**src/hdl/lfs_pkg.sv**
```systemverilog
// types, codes and helper functions of the line follow steering block
package lfs_pkg;

    localparam int SENSOR_BITS = 12;
    localparam int SPEED_BITS  = 9;
    localparam int DIFF_BITS   = 10;
    localparam int NUM_LANES   = 4;
    localparam logic [SPEED_BITS-1:0] SPEED_LIMIT = 9'd300;

    // register reset values
    localparam logic [SPEED_BITS-1:0]  BASE_SPEED_RST = 9'd30;
    localparam logic [SENSOR_BITS-1:0] BLACK_ON_RST   = 12'd1000;
    localparam logic [SENSOR_BITS-1:0] WHITE_OFF_RST  = 12'd500;

    // register indexes on the config port
    localparam logic [1:0] CFG_BASE_SPEED = 2'd0;
    localparam logic [1:0] CFG_BLACK_ON   = 2'd1;
    localparam logic [1:0] CFG_WHITE_OFF  = 2'd2;

    // reciprocal of 6 in 12 fractional bits, exact for inputs below 2048
    localparam logic [9:0] DIV6_MUL = 10'd683;

    // special line patterns
    localparam logic [3:0] PAT_CENTER    = 4'h6;
    localparam logic [3:0] PAT_ALL_BLACK = 4'hF;
    localparam logic [3:0] PAT_ALL_WHITE = 4'h0;

    typedef enum logic [1:0] {
        MODE_TICK   = 2'd0,
        MODE_START  = 2'd1,
        MODE_STOP   = 2'd2,
        MODE_UNUSED = 2'd3
    } mode_t;

    typedef enum logic [1:0] {
        CMD_NONE    = 2'd0,
        CMD_TARGETS = 2'd1,
        CMD_STOP    = 2'd2
    } cmd_t;

    typedef enum logic [1:0] {
        ST_LOST    = 2'd0,
        ST_TRACK   = 2'd1,
        ST_RECOVER = 2'd2,
        ST_BLACK   = 2'd3
    } run_state_t;

    typedef enum logic [1:0] {
        DIR_NONE  = 2'd0,
        DIR_LEFT  = 2'd1,
        DIR_RIGHT = 2'd2
    } dir_t;

    typedef enum logic [1:0] {
        SGN_ZERO = 2'd0,
        SGN_NEG  = 2'd1,
        SGN_POS  = 2'd2
    } sgn_t;

    typedef enum logic [1:0] {
        ACT_STRAIGHT = 2'd0,
        ACT_HALT     = 2'd1,
        ACT_TURN     = 2'd2
    } act_t;

    // turn level index: 0 is level 1 (mildest) .. 3 is level 4 (slow wheel stopped)
    typedef enum logic [1:0] {
        LVL_1 = 2'd0,
        LVL_2 = 2'd1,
        LVL_3 = 2'd2,
        LVL_4 = 2'd3
    } level_t;

    typedef struct packed {
        cmd_t                         drive_command;
        logic [SPEED_BITS-1:0]        left_target;
        logic [SPEED_BITS-1:0]        right_target;
        run_state_t                   run_state;
        logic [NUM_LANES-1:0]         line_pattern;
        logic signed [DIFF_BITS-1:0]  steer_difference;
    } result_t;

    // floor(x / 6) for x below 2048
    function automatic logic [SPEED_BITS-1:0] div6(input logic [10:0] x);
        logic [21:0] prod;
        prod = 22'(x) * 22'(DIV6_MUL);
        return SPEED_BITS'(prod >> 12);
    endfunction

endpackage

```
**src/hdl/lfs_lane.sv**
```systemverilog
// one sensor lane: on/off hysteresis of a single sensor bit
module lfs_lane (
    input  logic [lfs_pkg::SENSOR_BITS-1:0] sample,
    input  logic [lfs_pkg::SENSOR_BITS-1:0] black_on_level,
    input  logic [lfs_pkg::SENSOR_BITS-1:0] white_off_level,
    input  logic                            bit_cur,
    output logic                            bit_new
);

    // setting wins when both levels are met
    always_comb begin
        if (sample >= black_on_level) begin
            bit_new = 1'b1;
        end else if (sample <= white_off_level) begin
            bit_new = 1'b0;
        end else begin
            bit_new = bit_cur;
        end
    end

endmodule

```
**src/hdl/lfs_steer.sv**
```systemverilog
// merge stage: pattern decode, wheel targets and tracking state
module lfs_steer (
    input  logic                                 aclk,
    input  logic                                 aresetn,
    input  logic                                 req_accept,
    input  lfs_pkg::mode_t                       req_mode,
    input  logic                                 req_sample_valid,
    input  logic [lfs_pkg::NUM_LANES-1:0]        lane_bits,
    input  logic [lfs_pkg::SPEED_BITS-1:0]       base_speed,
    output logic [lfs_pkg::NUM_LANES-1:0]        sensor_bits,
    output lfs_pkg::result_t                     result
);

    logic                                following_reg, following_next;
    lfs_pkg::run_state_t                 run_reg, run_next;
    logic [lfs_pkg::NUM_LANES-1:0]       bits_reg, bits_next;
    lfs_pkg::dir_t                       lock_reg, lock_next;
    lfs_pkg::sgn_t                       sign_reg, sign_next;
    logic signed [lfs_pkg::DIFF_BITS-1:0] diff_reg, diff_next;

    logic [lfs_pkg::SPEED_BITS-1:0]      base_clamp;
    logic [lfs_pkg::SPEED_BITS-1:0]      slow_l1, slow_l2, slow_l3, slow_sel;
    lfs_pkg::act_t                       act;
    lfs_pkg::dir_t                       turn_dir, fallback;
    lfs_pkg::level_t                     turn_lvl;
    logic                                recover;
    logic signed [lfs_pkg::DIFF_BITS-1:0] turn_gap;
    logic                                tick_live;

    assign sensor_bits = bits_reg;
    assign tick_live   = (req_mode == lfs_pkg::MODE_TICK) && following_reg;

    // wheel speeds: fast wheel is the clamped base, slow wheel round(base*r/30)
    always_comb begin
        base_clamp = (base_speed > lfs_pkg::SPEED_LIMIT) ? lfs_pkg::SPEED_LIMIT : base_speed;
        slow_l1    = lfs_pkg::div6(11'(base_clamp) * 11'd5 + 11'd3);
        slow_l2    = lfs_pkg::SPEED_BITS'((10'(base_clamp) + 10'd1) >> 1);
        slow_l3    = lfs_pkg::div6(11'(base_clamp) * 11'd2 + 11'd3);
        unique case (turn_lvl)
            lfs_pkg::LVL_1: slow_sel = slow_l1;
            lfs_pkg::LVL_2: slow_sel = slow_l2;
            lfs_pkg::LVL_3: slow_sel = slow_l3;
            lfs_pkg::LVL_4: slow_sel = '0;
            default:        slow_sel = '0;
        endcase
        turn_gap = lfs_pkg::DIFF_BITS'(base_clamp) - lfs_pkg::DIFF_BITS'(slow_sel);
    end

    // fallback direction: lock, else last error sign, else right
    always_comb begin
        if (lock_reg == lfs_pkg::DIR_LEFT || lock_reg == lfs_pkg::DIR_RIGHT) begin
            fallback = lock_reg;
        end else if (sign_reg == lfs_pkg::SGN_NEG) begin
            fallback = lfs_pkg::DIR_LEFT;
        end else begin
            fallback = lfs_pkg::DIR_RIGHT;
        end
    end

    // pattern decode from the merged lane bits
    always_comb begin
        act      = lfs_pkg::ACT_TURN;
        turn_dir = fallback;
        turn_lvl = lfs_pkg::LVL_3;
        recover  = 1'b0;
        unique case (lane_bits)
            lfs_pkg::PAT_CENTER:    act = lfs_pkg::ACT_STRAIGHT;
            lfs_pkg::PAT_ALL_BLACK: act = lfs_pkg::ACT_HALT;
            lfs_pkg::PAT_ALL_WHITE: begin
                turn_lvl = lfs_pkg::LVL_4;
                recover  = 1'b1;
            end
            4'hE: begin turn_dir = lfs_pkg::DIR_LEFT;  turn_lvl = lfs_pkg::LVL_1; end
            4'h7: begin turn_dir = lfs_pkg::DIR_RIGHT; turn_lvl = lfs_pkg::LVL_1; end
            4'h4: begin turn_dir = lfs_pkg::DIR_LEFT;  turn_lvl = lfs_pkg::LVL_2; end
            4'h2: begin turn_dir = lfs_pkg::DIR_RIGHT; turn_lvl = lfs_pkg::LVL_2; end
            4'hC: begin turn_dir = lfs_pkg::DIR_LEFT;  turn_lvl = lfs_pkg::LVL_3; end
            4'h3: begin turn_dir = lfs_pkg::DIR_RIGHT; turn_lvl = lfs_pkg::LVL_3; end
            4'h8: begin turn_dir = lfs_pkg::DIR_LEFT;  turn_lvl = lfs_pkg::LVL_4; end
            4'h1: begin turn_dir = lfs_pkg::DIR_RIGHT; turn_lvl = lfs_pkg::LVL_4; end
            // conflicting patterns keep the fallback direction at level 3
            default: ;
        endcase
    end

    // next state
    always_comb begin
        following_next = following_reg;
        run_next       = run_reg;
        bits_next      = bits_reg;
        lock_next      = lock_reg;
        sign_next      = sign_reg;
        diff_next      = diff_reg;
        if (req_accept) begin
            unique case (req_mode)
                lfs_pkg::MODE_START, lfs_pkg::MODE_STOP: begin
                    following_next = (req_mode == lfs_pkg::MODE_START);
                    run_next  = (req_mode == lfs_pkg::MODE_START) ? lfs_pkg::ST_TRACK
                                                                  : lfs_pkg::ST_LOST;
                    bits_next = '0;
                    lock_next = lfs_pkg::DIR_NONE;
                    sign_next = lfs_pkg::SGN_ZERO;
                    diff_next = '0;
                end
                lfs_pkg::MODE_TICK: begin
                    if (following_reg && !req_sample_valid) begin
                        run_next  = lfs_pkg::ST_LOST;
                        bits_next = '0;
                        lock_next = lfs_pkg::DIR_NONE;
                        sign_next = lfs_pkg::SGN_ZERO;
                        diff_next = '0;
                    end else if (following_reg) begin
                        bits_next = lane_bits;
                        unique case (act)
                            lfs_pkg::ACT_STRAIGHT, lfs_pkg::ACT_HALT: begin
                                run_next  = (act == lfs_pkg::ACT_HALT) ? lfs_pkg::ST_BLACK
                                                                       : lfs_pkg::ST_TRACK;
                                lock_next = lfs_pkg::DIR_NONE;
                                sign_next = lfs_pkg::SGN_ZERO;
                                diff_next = '0;
                            end
                            lfs_pkg::ACT_TURN: begin
                                run_next  = recover ? lfs_pkg::ST_RECOVER : lfs_pkg::ST_TRACK;
                                lock_next = turn_dir;
                                if (turn_dir == lfs_pkg::DIR_LEFT) begin
                                    sign_next = lfs_pkg::SGN_NEG;
                                    diff_next = -turn_gap;
                                end else begin
                                    sign_next = lfs_pkg::SGN_POS;
                                    diff_next = turn_gap;
                                end
                            end
                            default: ;
                        endcase
                    end
                end
                lfs_pkg::MODE_UNUSED: ;
                default: ;
            endcase
        end
    end

    // result fields
    always_comb begin
        result.drive_command    = lfs_pkg::CMD_NONE;
        result.left_target      = '0;
        result.right_target     = '0;
        result.run_state        = run_next;
        result.line_pattern     = bits_next;
        result.steer_difference = diff_next;
        if (req_mode == lfs_pkg::MODE_STOP) begin
            result.drive_command = lfs_pkg::CMD_STOP;
        end else if (tick_live) begin
            result.drive_command = lfs_pkg::CMD_TARGETS;
            if (req_sample_valid) begin
                unique case (act)
                    lfs_pkg::ACT_STRAIGHT: begin
                        result.left_target  = base_clamp;
                        result.right_target = base_clamp;
                    end
                    lfs_pkg::ACT_HALT: ;
                    lfs_pkg::ACT_TURN: begin
                        if (turn_dir == lfs_pkg::DIR_LEFT) begin
                            result.left_target  = slow_sel;
                            result.right_target = base_clamp;
                        end else begin
                            result.left_target  = base_clamp;
                            result.right_target = slow_sel;
                        end
                    end
                    default: ;
                endcase
            end
        end
    end

    // state registers
    always_ff @(posedge aclk) begin
        if (!aresetn) begin
            following_reg <= 1'b0;
            run_reg       <= lfs_pkg::ST_LOST;
            bits_reg      <= '0;
            lock_reg      <= lfs_pkg::DIR_NONE;
            sign_reg      <= lfs_pkg::SGN_ZERO;
            diff_reg      <= '0;
        end else begin
            following_reg <= following_next;
            run_reg       <= run_next;
            bits_reg      <= bits_next;
            lock_reg      <= lock_next;
            sign_reg      <= sign_next;
            diff_reg      <= diff_next;
        end
    end

endmodule

```
**src/hdl/line_follow_steering_fsm.sv**
```systemverilog
// top level of the line follow steering block: lanes, merge stage, output skid
// a result is registered in the output register, or in the skid entry while the output stalls
// throughput: one request per cycle while s_tready is high; each request sees the tracking state left by the one before
// the output register plus one skid entry keep input open while a result waits
// reset (aresetn low, synchronous): not following, lost, all tracking state clear,
// registers back to base 30, black on 1000, white off 500, output empty
module line_follow_steering_fsm (
    input  logic        aclk,
    input  logic        aresetn,
    // config write port
    input  logic        cfg_we,
    input  logic [1:0]  cfg_index,
    input  logic [11:0] cfg_data,
    // request channel
    input  logic        s_tvalid,
    output logic        s_tready,
    input  logic [47:0] s_tdata,  // sense_far_left, sense_inner_left, sense_inner_right,
                                  // sense_far_right (12 bits each, lowest first)
    input  logic [2:0]  s_tuser,  // mode [1:0], sample_valid [2]
    // result channel
    output logic        m_tvalid,
    input  logic        m_tready,
    output logic [39:0] m_tdata,  // left_target [8:0], right_target [17:9], run_state [19:18],
                                  // line_pattern [23:20], steer_difference [33:24], zero pad
    output logic [1:0]  m_tuser   // drive_command
);

    localparam int SB = lfs_pkg::SENSOR_BITS;
    localparam int NL = lfs_pkg::NUM_LANES;

    logic [lfs_pkg::SPEED_BITS-1:0] base_speed_reg;
    logic [SB-1:0]                  black_on_reg;
    logic [SB-1:0]                  white_off_reg;

    logic                           req_accept;
    logic [NL-1:0]                  sensor_bits;
    logic [NL-1:0]                  lane_bits;
    lfs_pkg::result_t               result;

    lfs_pkg::result_t               out_reg, out_next;
    logic                           out_valid_reg, out_valid_next;
    lfs_pkg::result_t               skid_reg, skid_next;
    logic                           skid_valid_reg, skid_valid_next;

    // config registers
    always_ff @(posedge aclk) begin
        if (!aresetn) begin
            base_speed_reg <= lfs_pkg::BASE_SPEED_RST;
            black_on_reg   <= lfs_pkg::BLACK_ON_RST;
            white_off_reg  <= lfs_pkg::WHITE_OFF_RST;
        end else if (cfg_we) begin
            unique case (cfg_index)
                lfs_pkg::CFG_BASE_SPEED: base_speed_reg <= cfg_data[lfs_pkg::SPEED_BITS-1:0];
                lfs_pkg::CFG_BLACK_ON:   black_on_reg   <= cfg_data[SB-1:0];
                lfs_pkg::CFG_WHITE_OFF:  white_off_reg  <= cfg_data[SB-1:0];
                default: ;
            endcase
        end
    end

    assign s_tready   = !skid_valid_reg;
    assign req_accept = s_tvalid && s_tready;

    // one hysteresis lane per sensor; far left lands on the top pattern bit
    for (genvar i = 0; i < NL; i++) begin : g_lane
        lfs_lane u_lane (
            .sample          (s_tdata[i*SB +: SB]),
            .black_on_level  (black_on_reg),
            .white_off_level (white_off_reg),
            .bit_cur         (sensor_bits[NL-1-i]),
            .bit_new         (lane_bits[NL-1-i])
        );
    end

    lfs_steer u_steer (
        .aclk             (aclk),
        .aresetn          (aresetn),
        .req_accept       (req_accept),
        .req_mode         (lfs_pkg::mode_t'(s_tuser[1:0])),
        .req_sample_valid (s_tuser[2]),
        .lane_bits        (lane_bits),
        .base_speed       (base_speed_reg),
        .sensor_bits      (sensor_bits),
        .result           (result)
    );

    // output register with one skid entry
    always_comb begin
        out_next        = out_reg;
        out_valid_next  = out_valid_reg;
        skid_next       = skid_reg;
        skid_valid_next = skid_valid_reg;
        if (!out_valid_reg || m_tready) begin
            if (skid_valid_reg) begin
                out_next        = skid_reg;
                out_valid_next  = 1'b1;
                skid_valid_next = 1'b0;
            end else begin
                out_next       = result;
                out_valid_next = req_accept;
            end
        end else if (req_accept) begin
            skid_next       = result;
            skid_valid_next = 1'b1;
        end
    end

    always_ff @(posedge aclk) begin
        if (!aresetn) begin
            out_valid_reg  <= 1'b0;
            skid_valid_reg <= 1'b0;
        end else begin
            out_valid_reg  <= out_valid_next;
            skid_valid_reg <= skid_valid_next;
        end
    end

    always_ff @(posedge aclk) begin
        out_reg  <= out_next;
        skid_reg <= skid_next;
    end

    // result channel packing
    assign m_tvalid = out_valid_reg;
    assign m_tuser  = out_reg.drive_command;
    assign m_tdata  = {6'd0,
                       out_reg.steer_difference,
                       out_reg.line_pattern,
                       out_reg.run_state,
                       out_reg.right_target,
                       out_reg.left_target};

endmodule

```
**config.mk**
```make
export PLATFORM = sky130hd
export DESIGN_NAME = line_follow_steering_fsm
export DESIGN_NICKNAME = d
export VERILOG_FILES = /design/src/hdl/lfs_pkg.sv /design/src/hdl/lfs_lane.sv /design/src/hdl/lfs_steer.sv /design/src/hdl/line_follow_steering_fsm.sv
export SDC_FILE = /design/constraint.sdc
export NUM_CORES = 1
export LEC_CHECK = 0
export ABC_AREA = 0
export BUFFER_PORTS_ARGS = -buffer_cell sky130_fd_sc_hd__buf_4
export CAP_MARGIN = 40
export CORE_MARGIN = 2
export CORE_UTILIZATION = 65
export DETAILED_ROUTE_END_ITERATION = 16
export PLACE_DENSITY = 0.86
export SYNTH_ARGS = -nofsm -noshare
export SYNTH_HDL_FRONTEND = slang
export SYNTH_SLANG_ARGS = --single-unit
```
**constraint.sdc**
```tcl
create_clock -name aclk -period 29.3 [get_ports aclk]
set_input_delay 2.93 -clock aclk [delete_from_list [all_inputs] [get_ports aclk]]
set_output_delay 2.93 -clock aclk [all_outputs]
set_load 0.01 [all_outputs]
```
# Word-level counts from Yosys, hierarchy flattened

Index checks and enable logic that the tools add are counted.

Register bits after elaboration: 128
Bits of input ports: 70
Output and inout port bits: 44
Word-level logic and storage cells: 146

Add/sub/neg operators: 5
$mul: 3
Order comparisons: 9
Equality and inequality tests: 25
Multiplexer cells: 51
Bitwise operators: 2
Reduce and logical (&&, ||, !) cells: 28

Operator list:

| operator                                             | count |
|---|---|
| 2-to-1 mux 18 bit                                    | 3 |
| greater-or-equal comparator 12 bit                   | 4 |
| less-or-equal comparator 12 bit                      | 4 |
| multiplier 11 x 10 -> 21 bit (second input constant) | 2 |
| 2-to-1 mux 10 bit                                    | 4 |
| case mux 10 bit (2 select lines)                     | 2 |
| 2-to-1 mux 36 bit                                    | 1 |
| case mux 18 bit (2 select lines)                     | 1 |
| case mux 9 bit (4 select lines)                      | 1 |
| case mux 2 bit (2 select lines)                      | 8 |
| 2-to-1 mux 2 bit                                     | 13 |
| 2-to-1 mux 19 bit                                    | 1 |
| equality test 4 bit (second input constant)          | 4 |
| equality test 2 x 1 -> 1 bit (second input constant) | 7 |
| equality test 2 bit (second input constant)          | 6 |
| equality test 4 x 3 -> 1 bit (second input constant) | 3 |
| 2-to-1 mux 4 bit                                     | 3 |
| adder 10 x 2 -> 11 bit (second input constant)       | 1 |
| adder 11 x 2 -> 11 bit (second input constant)       | 1 |
| multiplier 9 x 3 -> 11 bit (second input constant)   | 1 |
| 2-to-1 mux 1 bit                                     | 11 |
| adder 9 x 1 -> 10 bit (second input constant)        | 1 |
| negator 10 bit                                       | 1 |
| AND reduction 2 bit                                  | 5 |
| 20 further kinds                                     | 35 |

# Logic depth before layout (Yosys ltp)

Depth in word-level cells: 17
Mapped depth: 47
Depth with buffers taken out: 46

# Modules after synthesis

A second synthesis with hierarchy kept.

Cell total of the unflattened synthesis: 1388
Area total of the unflattened synthesis: 13141.4 um2

Modules (own cells, without submodules):

| module                   | times used | cells an instance | area an instance (um2) | seq. area each (um2) |
|---|---|---|---|---|
| lfs_steer                | 1          | 805               | 6660.1                 | 420.4 |
| line_follow_steering_fsm | 1          | 263               | 4068.9                 | 2862.7 |
| lfs_lane                 | 4          | 80                | 603.1                  | 0.0 |

# Least setup slack after synthesis

OpenSTA, ideal clock, no wires.

Path kind: reg-to-reg
From: reg base_speed_reg[3] (netlist bit)
To: reg out_reg, in the netlist m_tdata[33] (data pin)
Setup time: 0.260 ns
Arrival: 9.563 ns
Data required time: 29.040 ns
Path slack: 19.477 ns
Cell stages (with the launch flop): 48
Buffers on the path: 1
Period minus slack after synthesis: 9.823 ns
Cells stage by stage: dfxtp_1 > clkbuf_1 > nand2_1 > nor2_1 > o21ai_0 > a21oi_1 > nand2b_1 > inv_1 > ha_1 > ha_1 > ha_1 > and2_1 > o21ai_0 > a21oi_1 > o41ai_2 > xnor2_1 > inv_1 > ha_1 > (+12 left out) > inv_1 > a21o_1 > a21oi_1 > xor2_1 > nand3_1 > nand3_1 > inv_1 > fa_1 > nor2b_1 > o21ai_1 > a21boi_1 > nor2_1 > or3_1 > or3_1 > or3_1 > nand4_1 > o211ai_1 > mux2_2

RTL lines:

| what                   | line                            | source |
|---|---|---|
| start, declared        | line_follow_steering_fsm.sv:31  | `logic [lfs_pkg::SPEED_BITS-1:0] base_speed_reg;` |
| start signal, assigned | line_follow_steering_fsm.sv:48  | `base_speed_reg <= lfs_pkg::BASE_SPEED_RST;` |
| start signal, assigned | line_follow_steering_fsm.sv:53  | `lfs_pkg::CFG_BASE_SPEED: base_speed_reg <= cfg_data[lfs_pkg::SPEED_BITS-1:0];` |
| end signal, assigned   | line_follow_steering_fsm.sv:119 | `out_reg <= out_next;` |
| end, declared          | line_follow_steering_fsm.sv:40  | `lfs_pkg::result_t out_reg, out_next;` |

==> impl_metrics.env <==
export IMPL_cpMostUsedCell="inv_1"
export IMPL_grt_ovfl_total=0
export IMPL_rows=51
export IMPL_fin_tns_setup_ps=0
export IMPL_final_common_cell="ha_1"
export IMPL_route_vias_total=11180
export IMPL_start_kind="register"
export IMPL_wl_per_cell_um=18.89
export IMPL_drv_cap=0
export IMPL_fmax_ghz=0.08965
export IMPL_ys_seq_area_share_pct=25.54
export IMPL_grt_pass1_wl_mm=54.23
export IMPL_slowest_stage="dfxtp_1"
export IMPL_endpoint_kind="register"
export IMPL_ctsHoldBuffers=0
export IMPL_grt_usage_pct=33.23
export IMPL_dieArea_mm2=0.02092
export IMPL_period_needed_ps=11150
export IMPL_fin_nets=1879
export IMPL_ctsResizeCount=0
export IMPL_yosys_cell_types_count=79
export IMPL_ios=114
export IMPL_crit_path_max_fanout=12
export IMPL_htreeDepth=4
export IMPL_route_met3_wl_mm=2.591
export IMPL_hpwl_mm=26.40
export IMPL_cts_root_buf="clkbuf_16"
export IMPL_fill_cells=1398
export IMPL_synthesis_area_mm2=0.01286
export IMPL_diodes=0
export IMPL_wl_met2_mm=16.18
export IMPL_place_gp_congestion=0.9682
export IMPL_postSynthAreaPerCell_um2=9.164
export IMPL_yosysWarnings=0
export IMPL_critPathKind="register to register"
export IMPL_drt_vias_per_instance=6.272
export IMPL_rsz0062_at_grt="false"
export IMPL_detail_route_iter0_violations=868
export IMPL_final_cell_mix="ha_1 (257), nand2_1 (164), inv_1 (147)"
export IMPL_setup_ws_ps=18150
export IMPL_max_stage_delay_ps=630
export IMPL_tightest_slew_ps=768.3
export IMPL_synth_edff_count=72
export IMPL_grt_max_degree=53
export IMPL_ys_ff_latch=128
export IMPL_ys_flop_type="edfxtp_1"
export IMPL_dr_pass1_iters=5
export IMPL_portBuffers=107
export IMPL_grt_antenna_before_repair=0
export IMPL_hold_viol=0
export IMPL_grt_pass1_vias=10890
export IMPL_path_clk_slew_ps=60
export IMPL_coreArea_mm2=0.01946
export IMPL_setup_viol=0
export IMPL_initial_core_util_pct=66.06
export IMPL_largest_reg_flops=36
export IMPL_dp_slack_ps=18310
export IMPL_crit_required_ps=29470
export IMPL_hp_class="register to register"
export IMPL_clock_sinks=128
export IMPL_syn_inst=1403
export IMPL_finalCritPeriodShare_pct=38.07
export IMPL_clockBufferDepth=2
export IMPL_ys_async_sr_fraction_pct=0
export IMPL_antenna_left=0
export IMPL_drc=0
export IMPL_fp_dieH_um=144.6
export IMPL_layout_drive_gt1_share_pct=12.19
export IMPL_relSlewSlack_pct=48.78
export IMPL_postCtsSetupBuffers=0
export IMPL_cts_tree="done"
export IMPL_area_growth_pct=13.20
export IMPL_die_w_um=144.6
export IMPL_wl_met1_mm=13.83
export IMPL_peakVddDrop_mv=0.08587
export IMPL_cts_buffers=17
export IMPL_outcome="complete, no violations"
export IMPL_power_density_mw_per_mm2=94.73
export IMPL_wirelength_mm=33.69
export IMPL_topRoutingLayerUsed="met4"
export IMPL_clock_skew_ps=10.83
export IMPL_clkLatencyLatePin_ps=430
export IMPL_power_leakage_uw=0.006888
export IMPL_crit_arrival_ps=11330
export IMPL_slew_viol_final=0
## per-stage QoR
step	cell area (µm²)	cells	hold slack, ps	util, %	power (µW)
2_1_floorplan	12890	1412	424.9	-	902.6
3_3_place_gp	13890	1747	432.6	71.37	1096
3_5_place_dp	13950	1751	441.9	71.69	1139
4_1_cts	14550	1783	456.1	74.78	1364
5_1_grt	14550	1783	488.5	74.78	1510
6_report	14550	1783	456.4	74.78	1379
## critical path, delay by kind of cell (launching register included)
family          cells  cell delay [ps]
buf+inv             9             1050
compound gates      9             1820
fa+ha+maj          10             3640
simple gates       13             2990
xor+xnor            2              490
mux                 1              270
flops               1              630
## where the power goes
part | switching, µW | internal, µW | total, µW | leakage [µW]
Combinational | 576 | 387 | 963 | 0.00538
Sequential | 2.87 | 195 | 198 | 0.00122
Clock | 89.4 | 129 | 218 | 0.000292
## final cells by class
type | count | area (µm²) | share of cell area [%]
Multi-Input combinational cell | 1094 | 8882 | 61.03
Sequential cell | 128 | 3283 | 22.56
Timing Repair Buffer | 115 | 897.1 | 6.164
Inverter | 149 | 559.3 | 3.843
Clock buffer | 18 | 429.2 | 2.949
Tap cell | 265 | 331.6 | 2.278
Clock inverter | 14 | 171.4 | 1.178
## routing by layer
layer  global-route usage (%)  up-vias
met2                    56.60      531
li1                         -     5265
met4                    12.67        0
met3                    6.623      103
met1                    41.69     5284
met5                        0        -
## synthesized netlist by cell type, types with 13 or more instances
cell type	count	area [µm²]
o221ai_1	21	183.9
edfxtp_1	72	2162
fa_1	47	940.9
nand2_1	164	615.6
clkbuf_1	29	108.9
a21o_1	15	112.6
o21ai_0	57	285.3
ha_1	257	3216
nor3_1	14	70.07
nand4_1	21	131.4
a31oi_1	13	81.33
xor2_1	23	201.4
a21boi_0	25	187.7
o22ai_1	22	137.6
o211ai_1	33	247.7
and2_1	20	125.1
nand2b_1	14	87.58
dfxtp_1	56	1121
nor2_1	63	236.5
nand3_1	27	135.1
xnor2_1	33	289.0
a21oi_1	66	330.3
inv_1	147	551.8
## cells by family (layout without fill, tap and decap cells)
logic type,Yosys count,after routing,synth area share [%]
AO/OA/AOI/OAI,334,334,17.52
other,2,11,0.05841
buffers and inverters,190,296,5.771
flip-flops,128,128,25.54
adder cells (fa/ha/maj),305,305,32.42
XOR/XNOR,56,56,3.815
AND/OR/NAND/NOR,374,374,13.65
multiplexers,14,14,1.236
## worst paths after layout
kind                                           from                   to  slack [ps]  cells past startpoint
worst min register to register  u_steer.diff_reg[5]  u_steer.diff_reg[5]         460                      2
worst max-delay path              base_speed_reg[8]          m_tdata[33]       18150                     44
worst min-delay path            u_steer.diff_reg[5]  u_steer.diff_reg[5]         460                      2
worst max register to register    base_speed_reg[8]          m_tdata[33]       18150                     44
Power figures use the tool's default switching activity.
